<file path="src/rtl/ufmc_pkg.sv">
`default_nettype none

package ufmc_pkg;

  // input field widths
  localparam int ROW_W = 5;
  localparam int COL_W = 5;
  // wall map coordinate width
  localparam int MAP_W = 6;

  // operation codes
  localparam logic OP_CLEAR = 1'b0;
  localparam logic OP_EDGE  = 1'b1;

  // edge direction codes
  localparam logic DIR_RIGHT = 1'b0;
  localparam logic DIR_DOWN  = 1'b1;

  // sequencer states
  typedef enum logic [2:0] {
    S_CLEAR,
    S_IDLE,
    S_FIND,
    S_COMP,
    S_LINK,
    S_DONE
  } state_t;

  // which endpoint of the edge is being resolved
  typedef enum logic {
    PH_NEIGH,
    PH_CELL
  } phase_t;

  // one result word
  typedef struct packed {
    logic             wall_opened;
    logic [MAP_W-1:0] wall_map_row;
    logic [MAP_W-1:0] wall_map_col;
    logic             bad_edge;
  } res_t;

endpackage

`default_nettype wire

</file>
<file path="src/rtl/ufmc_ctrl.sv">
`default_nettype none

module ufmc_ctrl #(
  parameter int GRID_ROWS = 29,
  parameter int GRID_COLS = 24,
  parameter int CELLS     = 696,
  parameter int AW        = 10
) (
  input  wire logic                       clk,
  input  wire logic                       rst_n,
  // input word
  input  wire logic                       in_valid,
  output logic                            in_stall,
  input  wire logic                       in_operation,
  input  wire logic [ufmc_pkg::ROW_W-1:0] in_cell_row,
  input  wire logic [ufmc_pkg::COL_W-1:0] in_cell_col,
  input  wire logic                       in_edge_dir,
  // result toward the output register
  output logic                            res_valid,
  output ufmc_pkg::res_t                  res,
  input  wire logic                       out_free,
  // parent table port
  output logic      [AW-1:0]              ram_raddr,
  output logic                            ram_we,
  output logic      [AW-1:0]              ram_waddr,
  output logic      [AW-1:0]              ram_wdata,
  input  wire logic [AW-1:0]              ram_rdata
);

  localparam logic [AW-1:0] LAST_IDX = AW'(CELLS - 1);

  ufmc_pkg::state_t state_r, state_nxt;
  ufmc_pkg::phase_t phase_r, phase_nxt;
  ufmc_pkg::res_t   res_r, res_nxt;

  logic [AW-1:0] clr_cnt_r, clr_cnt_nxt;
  logic          clr_item_r, clr_item_nxt;
  logic [AW-1:0] cur_r, cur_nxt;
  logic [AW-1:0] start_r, start_nxt;
  logic [AW-1:0] root_r, root_nxt;
  logic [AW-1:0] rootv_r, rootv_nxt;
  logic [AW-1:0] uidx_r, uidx_nxt;
  logic [ufmc_pkg::ROW_W-1:0] row_r, row_nxt;
  logic [ufmc_pkg::COL_W-1:0] col_r, col_nxt;
  logic          dir_r, dir_nxt;

  // neighbor coordinates, range check and table indexes
  logic [ufmc_pkg::ROW_W:0] nrow_w;
  logic [ufmc_pkg::COL_W:0] ncol_w;
  logic                     bad_w;
  logic [AW-1:0]            vidx_w;
  logic [AW-1:0]            uidx_w;

  always_comb begin
    nrow_w = {1'b0, in_cell_row} + ((in_edge_dir == ufmc_pkg::DIR_DOWN) ? 6'd1 : 6'd0);
    ncol_w = {1'b0, in_cell_col} + ((in_edge_dir == ufmc_pkg::DIR_RIGHT) ? 6'd1 : 6'd0);
    bad_w  = (7'(in_cell_row) >= 7'(GRID_ROWS)) || (7'(in_cell_col) >= 7'(GRID_COLS)) ||
             (7'(nrow_w) >= 7'(GRID_ROWS)) || (7'(ncol_w) >= 7'(GRID_COLS));
    vidx_w = AW'(nrow_w) * AW'(GRID_COLS) + AW'(ncol_w);
    uidx_w = AW'(in_cell_row) * AW'(GRID_COLS) + AW'(in_cell_col);
  end

  // state and payload registers
  always_ff @(posedge clk) begin
    if (!rst_n) begin
      state_r    <= ufmc_pkg::S_CLEAR;
      clr_cnt_r  <= '0;
      clr_item_r <= 1'b0;
    end else begin
      state_r    <= state_nxt;
      clr_cnt_r  <= clr_cnt_nxt;
      clr_item_r <= clr_item_nxt;
    end
  end

  always_ff @(posedge clk) begin
    phase_r <= phase_nxt;
    res_r   <= res_nxt;
    cur_r   <= cur_nxt;
    start_r <= start_nxt;
    root_r  <= root_nxt;
    rootv_r <= rootv_nxt;
    uidx_r  <= uidx_nxt;
    row_r   <= row_nxt;
    col_r   <= col_nxt;
    dir_r   <= dir_nxt;
  end

  // sequencer: clear sweep, root walks, compression, link
  logic          phase_end;
  logic [AW-1:0] root_w;

  always_comb begin
    state_nxt    = state_r;
    phase_nxt    = phase_r;
    res_nxt      = res_r;
    clr_cnt_nxt  = clr_cnt_r;
    clr_item_nxt = clr_item_r;
    cur_nxt      = cur_r;
    start_nxt    = start_r;
    root_nxt     = root_r;
    rootv_nxt    = rootv_r;
    uidx_nxt     = uidx_r;
    row_nxt      = row_r;
    col_nxt      = col_r;
    dir_nxt      = dir_r;
    ram_raddr    = cur_r;
    ram_we       = 1'b0;
    ram_waddr    = cur_r;
    ram_wdata    = root_r;
    in_stall     = 1'b1;
    res_valid    = 1'b0;
    phase_end    = 1'b0;
    root_w       = root_r;

    unique case (state_r)
      // write identity, one entry per cycle
      ufmc_pkg::S_CLEAR: begin
        ram_we      = 1'b1;
        ram_waddr   = clr_cnt_r;
        ram_wdata   = clr_cnt_r;
        clr_cnt_nxt = clr_cnt_r + 1'b1;
        if (clr_cnt_r == LAST_IDX) begin
          clr_cnt_nxt  = '0;
          clr_item_nxt = 1'b0;
          res_nxt      = '0;
          state_nxt    = clr_item_r ? ufmc_pkg::S_DONE : ufmc_pkg::S_IDLE;
        end
      end
      ufmc_pkg::S_IDLE: begin
        in_stall = 1'b0;
        if (in_valid) begin
          row_nxt = in_cell_row;
          col_nxt = in_cell_col;
          dir_nxt = in_edge_dir;
          priority if (in_operation == ufmc_pkg::OP_CLEAR) begin
            clr_item_nxt = 1'b1;
            clr_cnt_nxt  = '0;
            state_nxt    = ufmc_pkg::S_CLEAR;
          end else if (bad_w) begin
            res_nxt          = '0;
            res_nxt.bad_edge = 1'b1;
            state_nxt        = ufmc_pkg::S_DONE;
          end else begin
            cur_nxt   = vidx_w;
            start_nxt = vidx_w;
            uidx_nxt  = uidx_w;
            phase_nxt = ufmc_pkg::PH_NEIGH;
            ram_raddr = vidx_w;
            state_nxt = ufmc_pkg::S_FIND;
          end
        end
      end
      // one parent hop per cycle until an entry points at itself
      ufmc_pkg::S_FIND: begin
        if (ram_rdata == cur_r) begin
          if (start_r == cur_r) begin
            phase_end = 1'b1;
            root_w    = cur_r;
          end else begin
            root_nxt  = cur_r;
            cur_nxt   = start_r;
            ram_raddr = start_r;
            state_nxt = ufmc_pkg::S_COMP;
          end
        end else begin
          cur_nxt   = ram_rdata;
          ram_raddr = ram_rdata;
        end
      end
      // rewalk the path, pointing each entry at the root
      ufmc_pkg::S_COMP: begin
        ram_we    = 1'b1;
        ram_waddr = cur_r;
        ram_wdata = root_r;
        if (ram_rdata == root_r) begin
          phase_end = 1'b1;
          root_w    = root_r;
        end else begin
          cur_nxt   = ram_rdata;
          ram_raddr = ram_rdata;
        end
      end
      // join the two sets when the roots differ
      ufmc_pkg::S_LINK: begin
        res_nxt = '0;
        if (rootv_r != root_r) begin
          ram_we               = 1'b1;
          ram_waddr            = rootv_r;
          ram_wdata            = root_r;
          res_nxt.wall_opened  = 1'b1;
          res_nxt.wall_map_row = {row_r, 1'b0} +
                                 ((dir_r == ufmc_pkg::DIR_DOWN) ? 6'd2 : 6'd1);
          res_nxt.wall_map_col = {col_r, 1'b0} +
                                 ((dir_r == ufmc_pkg::DIR_DOWN) ? 6'd1 : 6'd2);
        end
        state_nxt = ufmc_pkg::S_DONE;
      end
      ufmc_pkg::S_DONE: begin
        res_valid = 1'b1;
        if (out_free) begin
          state_nxt = ufmc_pkg::S_IDLE;
        end
      end
      default: begin
        state_nxt = ufmc_pkg::S_IDLE;
      end
    endcase

    // end of one root lookup: start the cell side or go link
    if (phase_end) begin
      if (phase_r == ufmc_pkg::PH_NEIGH) begin
        rootv_nxt = root_w;
        phase_nxt = ufmc_pkg::PH_CELL;
        cur_nxt   = uidx_r;
        start_nxt = uidx_r;
        ram_raddr = uidx_r;
        state_nxt = ufmc_pkg::S_FIND;
      end else begin
        root_nxt  = root_w;
        state_nxt = ufmc_pkg::S_LINK;
      end
    end
  end

  assign res = res_r;

  // sweep writes identity entries
  a_clear_identity: assert property (@(posedge clk) disable iff (!rst_n)
    state_r == ufmc_pkg::S_CLEAR |-> ram_we && (ram_wdata == ram_waddr))
    else $error("clear sweep wrote a non-identity entry");

  // a link write only joins distinct roots
  a_link_distinct: assert property (@(posedge clk) disable iff (!rst_n)
    (state_r == ufmc_pkg::S_LINK) && ram_we |-> rootv_r != root_r)
    else $error("link written for equal roots");

  // a finished result leaves once the output register frees
  a_done_release: assert property (@(posedge clk) disable iff (!rst_n)
    (state_r == ufmc_pkg::S_DONE) && out_free |=> state_r == ufmc_pkg::S_IDLE)
    else $error("result not released");

  // a clear word starts the sweep at entry zero
  a_clear_start: assert property (@(posedge clk) disable iff (!rst_n)
    in_valid && !in_stall && (in_operation == ufmc_pkg::OP_CLEAR)
    |=> (state_r == ufmc_pkg::S_CLEAR) && (clr_cnt_r == '0) && clr_item_r)
    else $error("clear word did not start the sweep");

endmodule

`default_nettype wire

</file>
<file path="config.mk">
export PLATFORM = sky130hd
export DESIGN_NAME = ufmc_ctrl
export DESIGN_NICKNAME = d
export VERILOG_FILES = /design/src/rtl/ufmc_pkg.sv /design/src/rtl/ufmc_ctrl.sv
export SDC_FILE = /design/constraint.sdc
export NUM_CORES = 1
export LEC_CHECK = 0
export BUFFER_PORTS_ARGS = -buffer_cell sky130_fd_sc_hd__buf_2
export CELL_PAD_IN_SITES_DETAIL_PLACEMENT = 1
export CELL_PAD_IN_SITES_GLOBAL_PLACEMENT = 2
export CORE_UTILIZATION = 40
export CTS_CLUSTER_DIAMETER = 60
export DETAILED_ROUTE_END_ITERATION = 8
export GPL_ROUTABILITY_DRIVEN = 0
export GPL_TIMING_DRIVEN = 0
export PLACE_DENSITY_LB_ADDON = 0.1
export SLEW_MARGIN = 20
export SYNTH_ARGS = -nofsm -noshare
export SYNTH_HDL_FRONTEND = slang
export SYNTH_SLANG_ARGS = --single-unit
</file>
<file path="constraint.sdc">
create_clock -name clk -period 11.52 [get_ports clk]
set_input_delay 1.728 -clock clk [delete_from_list [all_inputs] [get_ports clk]]
set_output_delay 1.728 -clock clk [all_outputs]
set_load 0.03 [all_outputs]
</file>
==> results of run 1 <==
[cell families after synthesis]
| group | share of synthesized area (%) |
|---|---|
| buf+inv | 4.37 |
| simple gates | 15.4 |
| compound gates | 15.8 |
| flops | 38.6 |
| mux | 8.15 |
| fa+ha+maj | 7.46 |
| xor+xnor | 10.2 |
[Yosys cell counts, drive strengths merged, types with 2 or more instances]
| cell | number | area share (%) |
|---|---|---|
| o22ai | 21 | 2.3 |
| nand3 | 13 | 1.1 |
| o2111ai | 2 | 0.30 |
| nand2b | 3 | 0.32 |
| nor3b | 4 | 0.60 |
| a211o | 2 | 0.30 |
| mux2 | 28 | 5.4 |
| nor4 | 13 | 1.7 |
| xor2 | 49 | 7.4 |
| nor2 | 49 | 3.3 |
| a211oi | 7 | 0.90 |
| and2 | 5 | 0.54 |
| a22oi | 2 | 0.26 |
| mux2i | 16 | 2.7 |
| nor2b | 7 | 0.75 |
| a31oi | 2 | 0.21 |
| clkbuf | 20 | 1.3 |
| or3 | 6 | 0.64 |
| nand2 | 42 | 2.7 |
| o32a | 3 | 0.51 |
| a21o | 3 | 0.39 |
| ha | 30 | 6.4 |
| nor3 | 7 | 0.60 |
| nand4 | 11 | 1.3 |
| buf | 11 | 1.5 |
| edfxtp | 45 | 23 |
| and3 | 9 | 0.96 |
| o311ai | 2 | 0.30 |
| fa | 3 | 1.0 |
| a221oi | 4 | 0.71 |
| xnor2 | 19 | 2.9 |
| dfxtp | 45 | 15 |
| o31a | 4 | 0.60 |
| inv | 21 | 1.4 |
| a21boi | 2 | 0.26 |
| clkinv | 2 | 0.21 |
| nand3b | 3 | 0.39 |
| o21ai | 21 | 1.8 |
| a2111oi | 3 | 0.45 |
| a32oi | 5 | 0.75 |
| a31o | 2 | 0.30 |
| a21oi | 47 | 4.2 |
[state kept, by name (all words and copies together) (netlist names), 5 cells and up]
register   cells
clr_cnt_r     10
col_r          5
cur_r         10
res           14
root_r        10
rootv_r       10
row_r          5
start_r       10
uidx_r        10
[final cells by class]
class,count,area (um^2)
well taps,180,225
plain buffers,31,164
flip-flops and latches,90,2250
clock inverters,5,38.8
clock buffers,11,243
inverters,23,91.3
fillers,1641,7330
repair buffers,72,360
multi-input cells,461,3340
[worst max-delay path by stage]
stage | from | end | slack [ps] | cells after the start
final | in_cell_row[0] | ram_raddr[9] | 3950 | 15
after global routing | in_cell_row[0] | ram_raddr[9] | 3470 | 15
after floorplan | in_cell_row[0] | ram_raddr[9] | 5050 | 12
after global placement | in_cell_row[0] | ram_raddr[9] | 4010 | 15
after CTS | in_cell_row[0] | ram_raddr[9] | 3890 | 15
after detailed placement | in_cell_row[0] | ram_raddr[9] | 3930 | 15
[report_power, final]
part,internal [mW],total [mW],switching [mW]
Sequential,0.407,0.451,0.0439
Clock,0.154,0.286,0.132
Combinational,0.257,0.809,0.552
[layer usage]
| layer | vias to the layer above | share of wire (%) | wire (um) | GRT usage [%] |
|---|---|---|---|---|
| met3 | 18 | 4.3 | 771 | 3.07 |
| met2 | 120 | 46 | 8140 | 39.2 |
| li1 | 2385 | - | - | - |
| met5 | - | 0 | 0 | 0 |
| met4 | 0 | 1.3 | 238 | 7.32 |
| met1 | 2534 | 49 | 8650 | 35.2 |
[worst min-delay path: cells and delay by family (launching register included)]
kind             cells  cell delay (ps)
and+or+nand+nor      2              110
DFF                  1              330
[stage by stage]
step	worst slack, ps	total power [mW]
4_1_cts	3890	1.55
2_1_floorplan	5050	1.02
3_5_place_dp	3930	1.26
6_report	3950	1.55
3_3_place_gp	4010	1.24
5_1_grt	3470	1.63
==> impl_metrics.py, run 1 <==
metrics = {
    "critical_path": {
        "rr_startpoint": "state_r[2]",
        "start_kind": "input pin",
        "crit_required_ps": 9790,
        "cp_slowest_cell": "xnor2_1",
        "end_kind": "output port",
        "reg2reg_depth": 7,
        "crit_arrival_ps": 5840,
        "crit_chain": "buf_2 -> ha_1 -> ha_1 -> xnor2_1 -> inv_1 -> ha_1 -> o311ai_0 -> o21ai_0 -> nor2_1 -> nand4_1 -> clkinv_1 -> o2111a_1 -> nor2_1 -> a21oi_1 -> buf_2",
        "path_delay_family": "buffers and inverters",
        "cpMostUsedCell": "ha_1",
        "path_buf_inv": 4,
        "regToRegSetupSlack_ps": 8440,
        "path_max_fanout": 17,
        "cp_slowest_stage_delay_ps": 530,
        "path_class": "input pin to output port",
        "r2r_end": "cur_r[9]",
    },
    "logic_synthesis": {
        "synth-main-ff-cell": "edfxtp_1",
        "synth_seq_area_share_pct": 38.6,
        "ys_seq_elements": 90,
        "async_flop_share_pct": 0,
        "synth_fp_nets": 664,
        "avgSynthCellArea_um2": 9.65,
        "syn_inst": 605,
        "yosys_warnings": 0,
        "synth_edf_count": 45,
        "netlist_area_um2": 5840,
        "synth_cell_types": 63,
    },
    "global_routing": {
        "grt_max_degree": 20,
        "grt_pass1_wl_um": 27900,
        "grtUsageTotal_pct": 24.8,
        "grt_pass1_vias": 5150,
        "gr-total-overflow": 0,
        "antenna_found_initial": 0,
    },
    "placement": {
        "dp_hpwl_um": 14000,
        "placedCellCount": 857,
        "portBuffers": 72,
        "placed_cell_area_um2": 6430,
    },
    "sta": {
        "slew_headroom_pct": 36.6,
        "finalHoldViolations": 0,
        "layout_min_cycle_time_ps": 7570,
        "worst_pin_slew_ps": 951,
        "finalSetupViolations": 0,
        "whs_ps": 486,
        "rsz0062_at_grt": "false",
        "skew_ps": 8.01,
        "period_share_pct": 65.7,
        "fmax_mhz": 132,
        "fin_setup_tns_ps": 0,
        "maxSlewViolCount": 0,
    },
    "floorplan": {
        "placementRows": 43,
        "start_util_pct": 41.6,
        "die_w_um": 123,
        "fp.dieH_um": 123,
        "dieArea_um2": 15100,
        "io_pins": 73,
        "core_area_um2": 14000,
    },
    "drt": {
        "antenna_left": 0,
        "dr_total_vias": 5057,
        "firstDrtPassIters": 4,
        "first_iter_violations": 225,
        "viasPerCell": 5.79,
        "drc_errors": 0,
        "wl_per_cell_um": 20.4,
        "routed_wl_um": 17800,
    },
    "min_path": {
        "worstHoldStart": "phase_r",
        "min_to": "phase_r",
        "holdPathStages": 2,
        "worstHoldPathType": "flop to flop",
    },
    "power_and_ir_drop": {
        "irDropWorstVdd_mv": 0.130,
        "powerDensity_nw_per_um2": 230,
        "p_leak_nw": 2.91,
    },
    "outcome": {
        "status": "completed",
    },
    "layout": {
        "final_cell_mix": "buf_2 (79), xor2_1 (49), nor2_1 (47)",
        "drive_above_1_share_pct": 20.3,
        "layout.cells.non_filler": 873,
        "nNetsFinal": 747,
        "syn_to_final_growth_pct": 15.0,
        "design_area_um2": 6710,
        "antennaDiodeCount": 0,
        "utilization_pct": 47.8,
        "layout_commonest_cell": "buf_2",
    },
    "clock_network": {
        "clock_sinks": 90,
        "cts_made_buffers": 9,
        "cts-root-buf": "clkbuf_16",
        "clkLatencyLatePin_ps": 350,
        "path_clk_slew_ps": 70,
        "post_cts_resized": 0,
        "htreeDepth": 3,
        "clock_tree.buffer_depth": 2,
        "cts_setup_buffers": 0,
        "cts_hold_buf": 0,
        "cts_tree": "done",
    },
    "job": {
        "max-cap-violations": 0,
    },
}
Note: power is estimated with default switching activity, not from simulation.
==> inputs of run 2 (changes only) <==
--- a/config.mk
+++ b/config.mk
@@ -8,7 +8,7 @@
 export BUFFER_PORTS_ARGS = -buffer_cell sky130_fd_sc_hd__buf_2
 export CELL_PAD_IN_SITES_DETAIL_PLACEMENT = 1
 export CELL_PAD_IN_SITES_GLOBAL_PLACEMENT = 2
-export CORE_UTILIZATION = 40
+export CORE_UTILIZATION = 34
 export CTS_CLUSTER_DIAMETER = 60
 export DETAILED_ROUTE_END_ITERATION = 8
 export GPL_ROUTABILITY_DRIVEN = 0
==> constraint.sdc (replaced) <==
create_clock -name clk -period 6.1 [get_ports clk]
set_input_delay 0.915 -clock clk [delete_from_list [all_inputs] [get_ports clk]]
set_output_delay 0.915 -clock clk [all_outputs]
set_load 0.03 [all_outputs]
==> impl_metrics.py, run 2 (synthesized netlist as in run 1, its figures left out) <==
metrics = {
    "drt": {
        "drc_errors": 0,
        "dr_wl_met3_um": 760,
        "antenna_left": 0,
        "viasPerCell": 5.45,
        "routed_wl_um": 17800,
        "wl_per_cell_um": 19.5,
        "first_iter_violations": 268,
        "top_layer_used": "met4",
        "wl_met2_um": 8110,
        "firstDrtPassIters": 4,
        "wl_met1_um": 8790,
        "dr_total_vias": 4976,
    },
    "global_routing": {
        "gr-total-overflow": 0,
        "antenna_found_initial": 0,
        "grtUsageTotal_pct": 21.0,
        "grt_pass1_vias": 5093,
        "grt_max_degree": 20,
        "grt_pass1_wl_um": 28500,
    },
    "min_path": {
        "worstHoldPathType": "flop to flop",
    },
    "clock_network": {
        "clock_tree.buffer_depth": 2,
        "cts_setup_buffers": 0,
        "path_clk_slew_ps": 60,
        "clock_sinks": 90,
        "cts_made_buffers": 9,
        "htreeDepth": 3,
        "cts_tree": "done",
        "cts-root-buf": "clkbuf_16",
        "clkLatencyLatePin_ps": 340,
    },
    "critical_path": {
        "crit_required_ps": 5180,
        "end_kind": "output port",
        "path_max_fanout": 17,
        "path_class": "input pin to output port",
        "crit_arrival_ps": 4830,
        "start_kind": "input pin",
    },
    "sta": {
        "rsz0062_at_grt": "false",
        "worst_pin_slew_ps": 1020,
        "maxSlewViolCount": 0,
        "skew_ps": 8.37,
        "setup_slack_ps": 360,
        "finalSetupViolations": 0,
        "slew_headroom_pct": 31.7,
        "finalHoldViolations": 0,
        "period_share_pct": 94.1,
        "layout_min_cycle_time_ps": 5740,
        "fmax_mhz": 174,
        "fin_setup_tns_ps": 0,
    },
    "layout": {
        "largest_register_ffs": 14,
        "antennaDiodeCount": 0,
        "seq_area_um2": 2250,
        "nNetsFinal": 747,
        "syn_to_final_growth_pct": 15.7,
        "drive_above_1_share_pct": 20.3,
        "final_cell_mix": "buf_2 (79), xor2_1 (49), nor2_1 (48)",
        "multiInputGateArea_um2": 3340,
        "nFillCells": 1989,
        "design_area_um2": 6760,
        "utilization_pct": 40.4,
        "layout_commonest_cell": "buf_2",
    },
    "floorplan": {
        "fp.dieH_um": 133,
        "dieArea_um2": 17700,
        "placementRows": 47,
        "core_area_um2": 16700,
        "io_pins": 73,
        "start_util_pct": 34.9,
        "die_w_um": 133,
    },
    "placement": {
        "dp_slack_ps": 188,
        "portBuffers": 72,
        "dp_hpwl_um": 14100,
        "placed_cell_area_um2": 6480,
    },
    "power_and_ir_drop": {
        "p_leak_nw": 2.91,
        "powerDensity_nw_per_um2": 427,
        "irDropWorstVdd_mv": 0.313,
    },
    "job": {
        "max-cap-violations": 0,
    },
    "outcome": {
        "status": "completed",
    },
}
## run 2: changes by cell type in the layout (fill, tap and decap cells not counted), sizes merged
cell    change
clkbuf      -1
clkinv      +1
## run 2: critical path, stage by stage
cell,delay (ps)
buf_2,160
ha_1,210
ha_1,220
xnor2_2,370
inv_1,210
ha_1,310
o311ai_0,180
o21ai_0,300
nor2_1,230
nand4_1,360
clkinv_1,470
o2111a_1,250
nor2_1,90
a21oi_1,280
buf_2,260
## run 2: cell type report
| type | instances | share of cell area, % |
|---|---|---|
| inverters | 23 | 1.35 |
| plain buffers | 31 | 2.43 |
| repair buffers | 72 | 5.33 |
| well taps | 220 | 4.07 |
| clock buffers | 10 | 3.39 |
| flip-flops and latches | 90 | 33.3 |
| multi-input cells | 461 | 49.5 |
| clock inverters | 6 | 0.611 |
## run 2: repair_timing
action / CTS / global route
setup endpoints to repair: 0 / 3
hold buffers: 0 / 0
resized for setup: 0 / 1
## run 2: path summary, 6_finish.rpt
| check | from | endpoint | slack, ps | depth (start not counted) |
|---|---|---|---|---|
| min | phase_r | phase_r | 470 | 2 |
| max reg2reg | state_r[2] | cur_r[9] | 3070 | 7 |
| max | in_cell_row[0] | ram_raddr[9] | 360 | 15 |
| min reg2reg | phase_r | phase_r | 470 | 2 |
## run 2: per-layer routing
| metal | track usage [%] | vias to the layer above |
|---|---|---|
| met5 | 0 | - |
| met4 | 3.58 | 0 |
| met3 | 3.30 | 10 |
| li1 | - | 2388 |
| met1 | 30.3 | 2486 |
| met2 | 33.0 | 92 |
## run 2: power breakdown
part | leakage (nW) | internal [mW] | total [mW] | switching, mW
Combinational | 1.97 | 0.485 | 1.52 | 1.04
Clock | 0.133 | 0.277 | 0.511 | 0.234
Sequential | 0.806 | 0.769 | 0.850 | 0.0815
## run 2: stage by stage
stage                     total power [mW]  std cells  hold WS (ps)
after global placement                2.36        897           451
after CTS                             2.90        913           470
after global routing                  3.06        913           502
after floorplan                       1.92        605           431
final                                 2.88        913           468
after detailed placement              2.38        897           461
==> inputs of run 3 (changes only) <==
--- a/config.mk
+++ b/config.mk
@@ -5,16 +5,17 @@
 export SDC_FILE = /design/constraint.sdc
 export NUM_CORES = 1
 export LEC_CHECK = 0
+export ABC_AREA = 1
 export BUFFER_PORTS_ARGS = -buffer_cell sky130_fd_sc_hd__buf_2
 export CELL_PAD_IN_SITES_DETAIL_PLACEMENT = 1
 export CELL_PAD_IN_SITES_GLOBAL_PLACEMENT = 2
-export CORE_UTILIZATION = 34
+export CORE_UTILIZATION = 31
+export CTS_BUF_LIST = sky130_fd_sc_hd__clkbuf_8
 export CTS_CLUSTER_DIAMETER = 60
 export DETAILED_ROUTE_END_ITERATION = 8
 export GPL_ROUTABILITY_DRIVEN = 0
 export GPL_TIMING_DRIVEN = 0
 export PLACE_DENSITY_LB_ADDON = 0.1
-export SLEW_MARGIN = 20
 export SYNTH_ARGS = -nofsm -noshare
 export SYNTH_HDL_FRONTEND = slang
 export SYNTH_SLANG_ARGS = --single-unit
==> impl_metrics.py, run 3 <==
metrics = {
    "outcome": {
        "status": "completed",
    },
    "drt": {
        "dr_total_vias": 5734,
        "first_iter_violations": 191,
        "wl_met2_um": 9440,
        "top_layer_used": "met4",
        "routed_wl_um": 19800,
        "viasPerCell": 4.65,
        "firstDrtPassIters": 4,
        "wl_met1_um": 9590,
        "wl_per_cell_um": 16.1,
        "dr_wl_met3_um": 500,
        "drc_errors": 0,
        "antenna_left": 0,
    },
    "power_and_ir_drop": {
        "p_leak_nw": 3.36,
        "clkPwrFrac_pct": 34.5,
        "powerDensity_nw_per_um2": 184,
        "comb_power_share_pct": 16.9,
        "p_switching_mw": 0.416,
        "power.share.sequential_pct": 48.6,
        "p_int_mw": 0.927,
        "switching_share_pct": 31.0,
        "irDropWorstVdd_mv": 0.0995,
    },
    "logic_synthesis": {
        "synth_cell_types": 46,
        "synth_top_cell_area_share_pct": 21.2,
        "syn_inst": 875,
        "ys_seq_elements": 90,
        "synth_fp_nets": 934,
        "netlist_area_um2": 6360,
        "async_flop_share_pct": 0,
        "synth-main-ff-cell": "edfxtp_1",
        "avgSynthCellArea_um2": 7.27,
        "synth_edf_count": 45,
        "synth_top_cell_by_area": "edfxtp_1",
        "synth_seq_area_share_pct": 35.4,
        "ys_top_cells_by_count": "nand2_1 (219), inv_1 (105), nor2_1 (105), nand3_1 (67)",
        "yosys_warnings": 0,
        "synthTopCellsByArea": "edfxtp_1 (21%), dfxtp_1 (14%), nand2_1 (13%), inv_1 (6.2%), nor2_1 (6.2%)",
        "synth_most_common_cell": "nand2_1",
    },
    "min_path": {
        "worstHoldPathType": "flop to flop",
    },
    "sta": {
        "layout_min_cycle_time_ps": 5120,
        "fin_setup_tns_ps": 0,
        "skew_ps": 27.9,
        "slew_headroom_pct": 41.5,
        "rsz0062_at_grt": "false",
        "whs_ps": 482,
        "finalHoldViolations": 0,
        "maxSlewViolCount": 0,
        "period_share_pct": 84.0,
        "finalSetupViolations": 0,
        "fmax_mhz": 195,
        "worst_pin_slew_ps": 874,
    },
    "critical_path": {
        "start_kind": "input pin",
        "crit_required_ps": 5180,
        "crit_arrival_ps": 4210,
        "path_class": "input pin to output port",
        "path_max_fanout": 19,
        "end_kind": "output port",
    },
    "layout": {
        "nFillCells": 2595,
        "nNetsFinal": 1018,
        "largest_register_ffs": 14,
        "antennaDiodeCount": 0,
        "layout_commonest_cell": "nand2_1",
        "final_cell_mix": "nand2_1 (219), inv_1 (105), nor2_1 (105), buf_2 (84), nand3_1 (67)",
        "syn_to_final_growth_pct": 14.7,
        "design_area_um2": 7290,
        "drive_above_1_share_pct": 15.7,
    },
    "clock_network": {
        "post_cts_resized": 0,
        "clock_tree.buffer_depth": 2,
        "htreeDepth": 3,
        "clock_sinks": 90,
        "cts-root-buf": "clkbuf_8",
        "cts_hold_buf": 0,
        "cts_tree": "done",
        "cts_made_buffers": 9,
        "clkLatencyLatePin_ps": 400,
        "path_clk_slew_ps": 120,
        "cts_setup_buffers": 0,
    },
    "global_routing": {
        "grt_pass1_vias": 5732,
        "grtUsageTotal_pct": 19.3,
        "gr-total-overflow": 0,
        "grt_max_degree": 20,
        "grt_pass1_wl_um": 31700,
        "antenna_found_initial": 0,
    },
    "floorplan": {
        "fp.dieH_um": 145,
        "dieArea_um2": 21100,
        "start_util_pct": 31.5,
        "die_w_um": 145,
        "placementRows": 52,
        "core_area_um2": 20200,
        "io_pins": 73,
    },
    "job": {
        "max-cap-violations": 0,
    },
    "placement": {
        "placed_cell_area_um2": 7070,
        "portBuffers": 72,
        "dp_hpwl_um": 16400,
    },
}
## run 3: cell count changes after synthesis, moves of 11 or more
cell / before / now
o21ai_0: 21 / 38
o21ai_1: 0 / 13
xor2_1: 49 / 31
mux2_2: 28 / 0
nand2_1: 42 / 219
nand3_1: 13 / 67
o22ai_1: 21 / 1
inv_1: 21 / 105
nor2_1: 48 / 105
mux2i_1: 16 / 0
clkbuf_1: 20 / 5
o211ai_1: 1 / 12
a21oi_1: 45 / 33
## run 3: metrics by stage
stage	setup slack, ps	power [mW]	instances	utilization (%)
after floorplan	1990	0.825	875	-
after CTS	820	1.37	1234	36.2
final	977	1.34	1234	36.2
after global placement	809	0.896	1217	35.0
after detailed placement	841	0.898	1218	35.1
after global routing	699	1.42	1234	36.2
## run 3: routing by layer
| layer | vias up | track usage [%] |
|---|---|---|
| met5 | - | 0 |
| met4 | 0 | 5.32 |
| met3 | 11 | 2.83 |
| met2 | 69 | 32.7 |
| met1 | 2647 | 25.5 |
| li1 | 3007 | - |
## run 3: cells by family after synthesis
group / share of synthesized area, %
xor+xnor: 5.65
buf+inv: 9.56
simple gates: 31.1
compound gates: 11.5
fa+ha+maj: 6.85
flops: 35.4
## run 3: path summary, 6_finish.rpt
kind	from	to	slack [ps]	cells after the start
worst max register to register	root_r[2]	rootv_r[1]	3390	10
worst min-delay path	clr_item_r	clr_item_r	480	2
worst min register to register	clr_item_r	clr_item_r	480	2
worst max-delay path	in_cell_row[0]	ram_raddr[8]	980	18
## run 3: layout make-up
| class | instances | area, um^2 | share of cell area [%] |
|---|---|---|---|
| plain buffers | 28 | 188 | 2.57 |
| repair buffers | 73 | 368 | 5.04 |
| flip-flops and latches | 90 | 2250 | 30.9 |
| multi-input cells | 645 | 3510 | 48.1 |
| well taps | 270 | 338 | 4.63 |
| inverters | 112 | 420 | 5.76 |
| clock inverters | 7 | 96.3 | 1.32 |
| clock buffers | 9 | 124 | 1.70 |
## run 3: critical path, cell delays in order
cell,delay [ps]
buf_2,170
ha_1,220
ha_1,240
nand2_1,110
xor2_1,200
inv_1,110
ha_1,210
nand2_1,80
a21oi_1,60
nor2_1,250
nand4_1,160
nor2_1,400
buf_2,450
nand3_1,190
nand3_1,120
nand2_1,50
inv_1,60
buf_2,190
## run 3: power groups by stage
stage / Clock, mW / Combinational, mW / Sequential [mW]
3_3_place_gp: 0 / 0.228 / 0.668
5_1_grt: 0.505 / 0.257 / 0.656
2_1_floorplan: 0 / 0.161 / 0.664
6_report: 0.463 / 0.227 / 0.654
4_1_cts: 0.483 / 0.231 / 0.654
3_5_place_dp: 0 / 0.230 / 0.668
